[config.mk]
export PLATFORM = sky130hd
export DESIGN_NAME = uart_tx_rx_ring_queues_unit
export DESIGN_NICKNAME = d
export VERILOG_FILES = /design/src/hdl/urq_pkg.sv /design/src/hdl/uart_tx_rx_ring_queues_unit.sv /design/src/hdl/urq_ram.sv /design/src/hdl/urq_ring.sv
export SDC_FILE = /design/constraint.sdc
export NUM_CORES = 1
export LEC_CHECK = 0
export BUFFER_PORTS_ARGS = -buffer_cell sky130_fd_sc_hd__buf_2
export CAP_MARGIN = 20
export CORE_MARGIN = 1.5
export CORE_UTILIZATION = 65
export DETAILED_ROUTE_END_ITERATION = 12
export MAX_ROUTING_LAYER = met4
export PLACE_DENSITY_LB_ADDON = 0.12
export SYNTH_ARGS = -nofsm -noshare
export SYNTH_HDL_FRONTEND = slang
export SYNTH_SLANG_ARGS = --single-unit
[constraint.sdc]
create_clock -name i_clk -period 9.13 [get_ports i_clk]
set_input_delay 0.4565 -clock i_clk [delete_from_list [all_inputs] [get_ports i_clk]]
set_output_delay 0.4565 -clock i_clk [all_outputs]
set_load 0.02 [all_outputs]
[src/hdl/urq_pkg.sv]
package urq_pkg;

    localparam logic [2:0] MODE_TX_PUSH  = 3'd0;
    localparam logic [2:0] MODE_TX_READY = 3'd1;
    localparam logic [2:0] MODE_RX_BYTE  = 3'd2;
    localparam logic [2:0] MODE_RX_POP   = 3'd3;
    localparam logic [2:0] MODE_COMPARE  = 3'd4;
    localparam logic [2:0] MODE_CLR_FLAG = 3'd5;

    localparam logic [1:0] REL_LESS  = 2'd0;
    localparam logic [1:0] REL_EQUAL = 2'd1;
    localparam logic [1:0] REL_MORE  = 2'd2;

    typedef enum logic {
        ST_IDLE,
        ST_READ
    } t_state;

    typedef struct packed {
        logic empty;
        logic full;
    } t_ring_stat;

endpackage

[src/hdl/uart_tx_rx_ring_queues_unit.sv]
// Channel   Handshake            Payload
// request   i_valid / o_stall    i_mode, i_data_byte, i_compare_size
// result    o_valid / i_stall    o_ok, o_line_send, o_line_byte, o_read_byte,
//                                o_level_relation, o_overflow_flag, o_tx_busy, o_tx_empty
//
// Each request passes through the idle and read states: the accept cycle updates
// the ring pointers and issues the memory access, and the read state takes the
// registered RAM read data. A result waits in the output register; while it is
// stalled a finished request holds in the read state. Synchronous reset clears the
// state, pointers and flags only; the ring memories need no clearing.
module uart_tx_rx_ring_queues_unit
    import urq_pkg::*;
#(
    parameter int TX_DEPTH = 64,
    parameter int RX_DEPTH = 64
) (
    input  logic       i_clk,
    input  logic       i_rst_n,
    input  logic       i_valid,
    output logic       o_stall,
    input  logic [2:0] i_mode,
    input  logic [7:0] i_data_byte,
    input  logic [6:0] i_compare_size,
    output logic       o_valid,
    input  logic       i_stall,
    output logic       o_ok,
    output logic       o_line_send,
    output logic [7:0] o_line_byte,
    output logic [7:0] o_read_byte,
    output logic [1:0] o_level_relation,
    output logic       o_overflow_flag,
    output logic       o_tx_busy,
    output logic       o_tx_empty
);

    localparam int TPW = $clog2(TX_DEPTH);
    localparam int RPW = $clog2(RX_DEPTH);
    localparam int LW  = RPW + 8;

    t_state r_state;
    t_state n_state;
    logic   s_accept;
    logic   s_load;

    t_ring_stat     tx_stat;
    t_ring_stat     rx_stat;
    logic [TPW-1:0] tx_wptr;
    logic [TPW-1:0] tx_rptr;
    logic [RPW-1:0] rx_wptr;
    logic [RPW-1:0] rx_rptr;
    logic [7:0]     tx_rdata;
    logic [7:0]     rx_rdata;

    logic       tx_push_ok;
    logic       tx_try;
    logic       tx_send;
    logic       rx_push_ok;
    logic       rx_pop_ok;
    logic       req_ok;
    logic [1:0] req_rel;
    logic [RPW:0]   rx_diff;
    logic [RPW-1:0] rx_level;
    logic [LW-1:0]  level_ext;
    logic [LW-1:0]  size_ext;

    logic       r_busy;
    logic       r_dropped;
    logic       r_ok;
    logic       r_send;
    logic       r_fwd;
    logic [7:0] r_fwd_byte;
    logic       r_pop;
    logic [1:0] r_rel;

    logic       r_out_valid;
    logic       r_out_ok;
    logic       r_out_send;
    logic [7:0] r_out_line_byte;
    logic [7:0] r_out_read_byte;
    logic [1:0] r_out_rel;
    logic       r_out_dropped;
    logic       r_out_busy;
    logic       r_out_tx_empty;

    always_comb begin
        n_state = r_state;
        case (r_state)
            ST_IDLE: begin
                if (i_valid) begin
                    n_state = ST_READ;
                end
            end
            ST_READ: begin
                if (!r_out_valid || !i_stall) begin
                    n_state = ST_IDLE;
                end
            end
            default: n_state = ST_IDLE;
        endcase
    end

    always_comb begin
        s_accept = 1'b0;
        s_load   = 1'b0;
        o_stall  = 1'b1;
        case (r_state)
            ST_IDLE: begin
                o_stall  = 1'b0;
                s_accept = i_valid;
            end
            ST_READ: begin
                s_load = !r_out_valid || !i_stall;
            end
            default: begin
                o_stall = 1'b1;
            end
        endcase
    end

    always_ff @(posedge i_clk) begin
        if (!i_rst_n) begin
            r_state <= ST_IDLE;
        end else begin
            r_state <= n_state;
        end
    end

    assign tx_push_ok = s_accept && (i_mode == MODE_TX_PUSH) && !tx_stat.full;
    assign tx_try     = s_accept && (((i_mode == MODE_TX_PUSH) && !r_busy)
                                     || (i_mode == MODE_TX_READY));
    assign tx_send    = tx_try && !(tx_stat.empty && !tx_push_ok);
    assign rx_push_ok = s_accept && (i_mode == MODE_RX_BYTE) && !rx_stat.full;
    assign rx_pop_ok  = s_accept && (i_mode == MODE_RX_POP) && !rx_stat.empty;

    assign rx_diff   = {1'b0, rx_wptr} - {1'b0, rx_rptr};
    assign rx_level  = (rx_wptr >= rx_rptr) ? rx_diff[RPW-1:0]
                     : RPW'(rx_diff + (RPW+1)'(RX_DEPTH));
    assign level_ext = LW'(rx_level);
    assign size_ext  = LW'(i_compare_size);

    always_comb begin
        req_ok  = 1'b0;
        req_rel = REL_LESS;
        case (i_mode)
            MODE_TX_PUSH:  req_ok = tx_push_ok;
            MODE_TX_READY: req_ok = tx_send;
            MODE_RX_BYTE:  req_ok = rx_push_ok;
            MODE_RX_POP:   req_ok = rx_pop_ok;
            MODE_COMPARE: begin
                req_ok = 1'b1;
                if (!rx_stat.empty) begin
                    if (level_ext == size_ext) begin
                        req_rel = REL_EQUAL;
                    end else if (level_ext > size_ext) begin
                        req_rel = REL_MORE;
                    end
                end
            end
            MODE_CLR_FLAG: req_ok = 1'b1;
            default:       req_ok = 1'b0;
        endcase
    end

    urq_ring #(.DEPTH(TX_DEPTH)) u_tx_ring (
        .i_clk   (i_clk),
        .i_rst_n (i_rst_n),
        .i_push  (tx_push_ok),
        .i_pop   (tx_send),
        .o_wptr  (tx_wptr),
        .o_rptr  (tx_rptr),
        .o_stat  (tx_stat)
    );

    urq_ring #(.DEPTH(RX_DEPTH)) u_rx_ring (
        .i_clk   (i_clk),
        .i_rst_n (i_rst_n),
        .i_push  (rx_push_ok),
        .i_pop   (rx_pop_ok),
        .o_wptr  (rx_wptr),
        .o_rptr  (rx_rptr),
        .o_stat  (rx_stat)
    );

    urq_ram #(.WIDTH(8), .DEPTH(TX_DEPTH)) u_tx_ram (
        .i_clk   (i_clk),
        .i_we    (tx_push_ok),
        .i_waddr (tx_wptr),
        .i_wdata (i_data_byte),
        .i_re    (tx_send),
        .i_raddr (tx_rptr),
        .o_rdata (tx_rdata)
    );

    urq_ram #(.WIDTH(8), .DEPTH(RX_DEPTH)) u_rx_ram (
        .i_clk   (i_clk),
        .i_we    (rx_push_ok),
        .i_waddr (rx_wptr),
        .i_wdata (i_data_byte),
        .i_re    (rx_pop_ok),
        .i_raddr (rx_rptr),
        .o_rdata (rx_rdata)
    );

    always_ff @(posedge i_clk) begin
        if (!i_rst_n) begin
            r_busy    <= 1'b0;
            r_dropped <= 1'b0;
        end else begin
            if (tx_try) begin
                r_busy <= tx_send;
            end
            if (s_accept && (i_mode == MODE_RX_BYTE) && rx_stat.full) begin
                r_dropped <= 1'b1;
            end else if (s_accept && (i_mode == MODE_CLR_FLAG)) begin
                r_dropped <= 1'b0;
            end
        end
    end

    always_ff @(posedge i_clk) begin
        if (s_accept) begin
            r_ok       <= req_ok;
            r_send     <= tx_send;
            r_fwd      <= tx_send && tx_stat.empty;
            r_fwd_byte <= i_data_byte;
            r_pop      <= rx_pop_ok;
            r_rel      <= req_rel;
        end
    end

    always_ff @(posedge i_clk) begin
        if (!i_rst_n) begin
            r_out_valid <= 1'b0;
        end else if (s_load) begin
            r_out_valid <= 1'b1;
        end else if (!i_stall) begin
            r_out_valid <= 1'b0;
        end
    end

    always_ff @(posedge i_clk) begin
        if (s_load) begin
            r_out_ok        <= r_ok;
            r_out_send      <= r_send;
            r_out_line_byte <= !r_send ? 8'd0 : (r_fwd ? r_fwd_byte : tx_rdata);
            r_out_read_byte <= r_pop ? rx_rdata : 8'd0;
            r_out_rel       <= r_rel;
            r_out_dropped   <= r_dropped;
            r_out_busy      <= r_busy;
            r_out_tx_empty  <= tx_stat.empty;
        end
    end

    assign o_valid          = r_out_valid;
    assign o_ok             = r_out_ok;
    assign o_line_send      = r_out_send;
    assign o_line_byte      = r_out_line_byte;
    assign o_read_byte      = r_out_read_byte;
    assign o_level_relation = r_out_rel;
    assign o_overflow_flag  = r_out_dropped;
    assign o_tx_busy        = r_out_busy;
    assign o_tx_empty       = r_out_tx_empty;

`ifndef SYNTHESIS
    a_idle_tx_empty: assert property (@(posedge i_clk) disable iff (!i_rst_n)
        !r_busy |-> tx_stat.empty)
        else $error("transmitter idle while the transmit ring holds bytes");

    a_send_busy: assert property (@(posedge i_clk) disable iff (!i_rst_n)
        (o_valid && o_line_send) |-> o_tx_busy)
        else $error("byte sent while the transmitter reports idle");

    a_load_from_read: assert property (@(posedge i_clk) disable iff (!i_rst_n)
        $rose(r_out_valid) |-> $past(r_state == ST_READ))
        else $error("result loaded outside the read state");

    a_ring_sane: assert property (@(posedge i_clk) disable iff (!i_rst_n)
        !(rx_stat.full && rx_stat.empty) && !(tx_stat.full && tx_stat.empty))
        else $error("ring reports full and empty at once");
`endif

endmodule

[src/hdl/urq_ram.sv]
module urq_ram
    import urq_pkg::*;
#(
    parameter int WIDTH = 8,
    parameter int DEPTH = 64
) (
    input  logic                     i_clk,
    input  logic                     i_we,
    input  logic [$clog2(DEPTH)-1:0] i_waddr,
    input  logic [WIDTH-1:0]         i_wdata,
    input  logic                     i_re,
    input  logic [$clog2(DEPTH)-1:0] i_raddr,
    output logic [WIDTH-1:0]         o_rdata
);

    logic [WIDTH-1:0] r_mem [DEPTH];
    logic [WIDTH-1:0] r_rdata;

    always_ff @(posedge i_clk) begin
        if (i_we) begin
            r_mem[i_waddr] <= i_wdata;
        end
        if (i_re) begin
            r_rdata <= r_mem[i_raddr];
        end
    end

    assign o_rdata = r_rdata;

endmodule

[src/hdl/urq_ring.sv]
module urq_ring
    import urq_pkg::*;
#(
    parameter int DEPTH = 64
) (
    input  logic                     i_clk,
    input  logic                     i_rst_n,
    input  logic                     i_push,
    input  logic                     i_pop,
    output logic [$clog2(DEPTH)-1:0] o_wptr,
    output logic [$clog2(DEPTH)-1:0] o_rptr,
    output t_ring_stat               o_stat
);

    localparam int PW = $clog2(DEPTH);
    localparam logic [PW-1:0] LAST = PW'(DEPTH - 1);

    logic [PW-1:0] r_wptr;
    logic [PW-1:0] r_rptr;
    logic [PW-1:0] n_wptr;
    logic [PW-1:0] n_rptr;

    assign n_wptr = (r_wptr == LAST) ? '0 : r_wptr + 1'b1;
    assign n_rptr = (r_rptr == LAST) ? '0 : r_rptr + 1'b1;

    always_ff @(posedge i_clk) begin
        if (!i_rst_n) begin
            r_wptr <= '0;
            r_rptr <= '0;
        end else begin
            if (i_push) begin
                r_wptr <= n_wptr;
            end
            if (i_pop) begin
                r_rptr <= n_rptr;
            end
        end
    end

    assign o_wptr       = r_wptr;
    assign o_rptr       = r_rptr;
    assign o_stat.empty = (r_wptr == r_rptr);
    assign o_stat.full  = (n_wptr == r_rptr);

endmodule
==> results by group <==
STA
  • Final hold violations: 0
  • # setup viols final: 0
  • Highest Clock Rate: 0.1989 GHz
  • Setup total negative slack: 0 ps
  • Final period utilization: about 55%
  • Period minus WS final: 5027 ps
  • Layout Skew: 17.87 ps
  • Slew @ Worst Pin: approximately 1200 ps
  • Final hold slack: 59.16 ps
  • Slew headroom: a little over a fifth
  • RSZ-0062 raised after global routing: no
  • Pins Over Slew Limit: 0

Synth
  • Synth Cell Area: approximately 44,000 um2
  • Synth unique cells: 63
  • Ys flop type: edfxtp_1
  • Net Count, Synth: around 2.0k
  • Synth Warn #: 0
  • Synthesis-stage register bit count: 1,105
  • Simple-gate share of the synthesized area: under 10%
  • Seq/Total Area, Yosys: 75.16%
  • Mux share of post-synthesis cell area: 17.63%
  • Post-synthesis adder-cell area fraction: 0.4745%
  • Post-synth EDFFs: roughly 1.1k
  • FFs w/ async S/R, synth: 0%
  • Post-Syn Area per Cell: 21.91 um2
  • Main combinational cell family by area after synthesis: multiplexers
  • Synth Area in Compound Gates: 1.052%
  • Post-Synthesis Cells: roughly 2.0k
  • Synth Area in XOR/XNOR: less than 1%

Finish
  • Design area: 48,950 um2
  • Final Core Density: 73.93%
  • Area grow syn2layout: 11.82%
  • Final cell count without fillers: 3,112
  • Share of cells above drive strength 1: 31.12%
  • Final Net Count: 2,197

Global routing
  • Largest net degree at the start of global routing: 85
  • GR Layer Usage met3: 5.791%
  • GRT overflow: 0
  • Initial antenna violation count: 4
  • Vias in the first global route: 21.53k
  • Global Route Usage Sum: 31.20%
  • Met1 Resource Use GR: between 40% and 50%
  • GR Util met2: 45.22%
  • First-pass GRT wire length: about 150 mm
  • GRT Max-Usage Layer: met1

Worst setup path
  • Crit path required time: 9400 ps
  • Critical Path Sink Type: register
  • Arr. time, crit path: 5300 ps
  • CP Max Fanout: 37
  • Critical path class: register to register
  • Startpoint Class: register

Detailed routing
  • Final wirelength: roughly 100 mm
  • Avg WL per Cell: around 33 um
  • Via/cell ratio: 7.048
  • DRT Pass-1 Iters: 9
  • Post-route ant nets: 0
  • Vias: 21.93k
  • DRC violation count after routing: 0
  • Iter 0 DRT Violations: between 3k and 4k

Floorplanning
  • Die area: 68,910 um2
  • Starting Density: 66.11%
  • Row cnt: 94
  • Die Wd: 262.5 um
  • Die Ht: 262.5 um
  • IO Pins: 47
  • Area of the core: 66,220 um2

Placement
  • Port bufs: 46
  • Placed cell area: 45,280 um2
  • Detailed Place HPWL: approximately 61 mm
  • Placed cell count: 2,889
  • Gp weighted congestion: 0.8539

Clocking
  • H-Tree Depth: 3
  • TritonCTS clock tree: yes
  • Root Driver: clkbuf_16
  • Clock tree buffer depth: 3
  • Cts bufs inserted: 106
  • Worst skew pair latency: about 660 ps
  • Postcts setup bufs: 0
  • Post-cts repair resize count: 0
  • Clk slew on worst S/H paths: 70 ps
  • Clock Sinks: 1,105
  • Post-CTS Hold Buffers: 0

Hold path
  • Hold crit path type: input pin to register

Job
  • Max cap viols: 0

Power
  • P per Cell Area: approximately 210 nW/um2
  • VDD IR-drop max: 0.0001660 V
  • P_leak: around 15 nW

Outcome
  • Status: finished, final reports clean
-- cells in the mapped netlist (all sizes together), types with 8 or more instances --
cell    number  area share [%]
xor2         8            0.16
nor4        43            0.61
mux2i       14            0.32
o21ai       13            0.15
xnor2       17            0.34
dfxtp       28             1.3
and2        12            0.17
nand2       33            0.28
nand3b      10            0.18
nor2        22            0.19
buf         68            0.95
mux4       336              17
inv         19            0.16
a21oi       20            0.23
clkbuf      61            0.52
nand3       24            0.27
nor2b       12            0.17
nor3        94             1.1
ha          15            0.43
edfxtp    1077              74
-- per-stage QoR --
step | setup slack (ps) | total power, mW
after floorplan | 5816 | 5.745
after global placement | 4322 | 5.861
after detailed placement | 4236 | 5.868
after CTS | 4116 | 10.24
after global routing | 3969 | 10.43
final | 4103 | 10.20
-- cells in the final DEF (no fill, tap or decap), drive strengths merged, types with 4 or more instances in the layout --
cell / n
a21o: 6
a21oi: 20
and2: 12
and3: 4
buf: 169
bufinv: 14
clkbuf: 141
clkinv: 44
clkinvlp: 5
dfxtp: 28
edfxtp: 1077
ha: 15
inv: 23
mux2i: 14
mux4: 336
nand2: 33
nand2b: 6
nand3: 24
nand3b: 10
nor2: 22
nor2b: 12
nor3: 94
nor4: 43
o21ai: 13
or3: 6
or3b: 6
xnor2: 17
xor2: 8
-- worst paths after layout --
| check | start | endpoint | slack, ps | cells past startpoint |
|---|---|---|---|---|
| max reg2reg | u_tx_ring.o_wptr[0]$_SDFFE_PN0P_ | u_tx_ram.r_mem[29][2]$_DFFE_PP_ | 4100 | 7 |
| min reg2reg | r_rel[0]$_SDFFCE_PP0P_ | o_level_relation[0]$_DFFE_PP_ | 450 | 0 |
| max | u_tx_ring.o_wptr[0]$_SDFFE_PN0P_ | u_tx_ram.r_mem[29][2]$_DFFE_PP_ | 4100 | 7 |
| min | i_stall | o_valid$_SDFFE_PN0P_ | 60 | 3 |
-- power breakdown --
group | leakage (nW) | internal [mW] | switching (mW)
Sequential | 9.93 | 5.57 | 0.00949
Clock | 1.71 | 2.59 | 1.85
Combinational | 3.43 | 0.0357 | 0.139
-- routing by layer --
layer,up-vias,wire (um)
met5,-,0
met4,0,2029
met3,180,10550
met2,1439,48310
met1,11510,40920
li1,8804,-
-- state kept, by name, indices dropped and copies added (netlist names), 6 cells and up --
name / flops
u_rx_ram.r_mem: 512
u_tx_ram.r_mem: 512
o_line_byte: 8
o_read_byte: 8
r_fwd_byte: 8
u_rx_ram.o_rdata: 8
u_tx_ram.o_rdata: 8
u_rx_ring.o_rptr: 6
u_rx_ring.o_wptr: 6
u_tx_ring.o_rptr: 6
u_tx_ring.o_wptr: 6
-- final cells by class --
cell class,instances,area [um2]
Clock inverter,67,690.7
Timing Repair Buffer,182,1171
Clock buffer,128,2819
Tap cell,864,1081
Fill cell,3630,17270
Antenna cell,2,5.005
Multi-Input combinational cell,745,10190
Sequential cell,1105,32920
Inverter,19,71.32
-- critical path, stage by stage, from the launching register on --
cell	delay [ps]
dfxtp_1	840
nand3_1	920
mux2_2	570
o211ai_1	250
or4_4	210
nand2_2	400
buf_4	500
nor3_1	930
-- kinds of logic (layout without fill, tap and decap cells) --
| kind of cell | after synthesis | after routing |
|---|---|---|
| AND/OR/NAND/NOR | 285 | 285 |
| flip-flops | 1105 | 1105 |
| other | 0 | 2 |
| AO/OA/AOI/OAI | 68 | 68 |
| buffers and inverters | 148 | 396 |
| adder cells (fa/ha/maj) | 16 | 16 |
| multiplexers | 351 | 351 |
| XOR/XNOR | 25 | 25 |
Power figures use the tool's default switching activity.
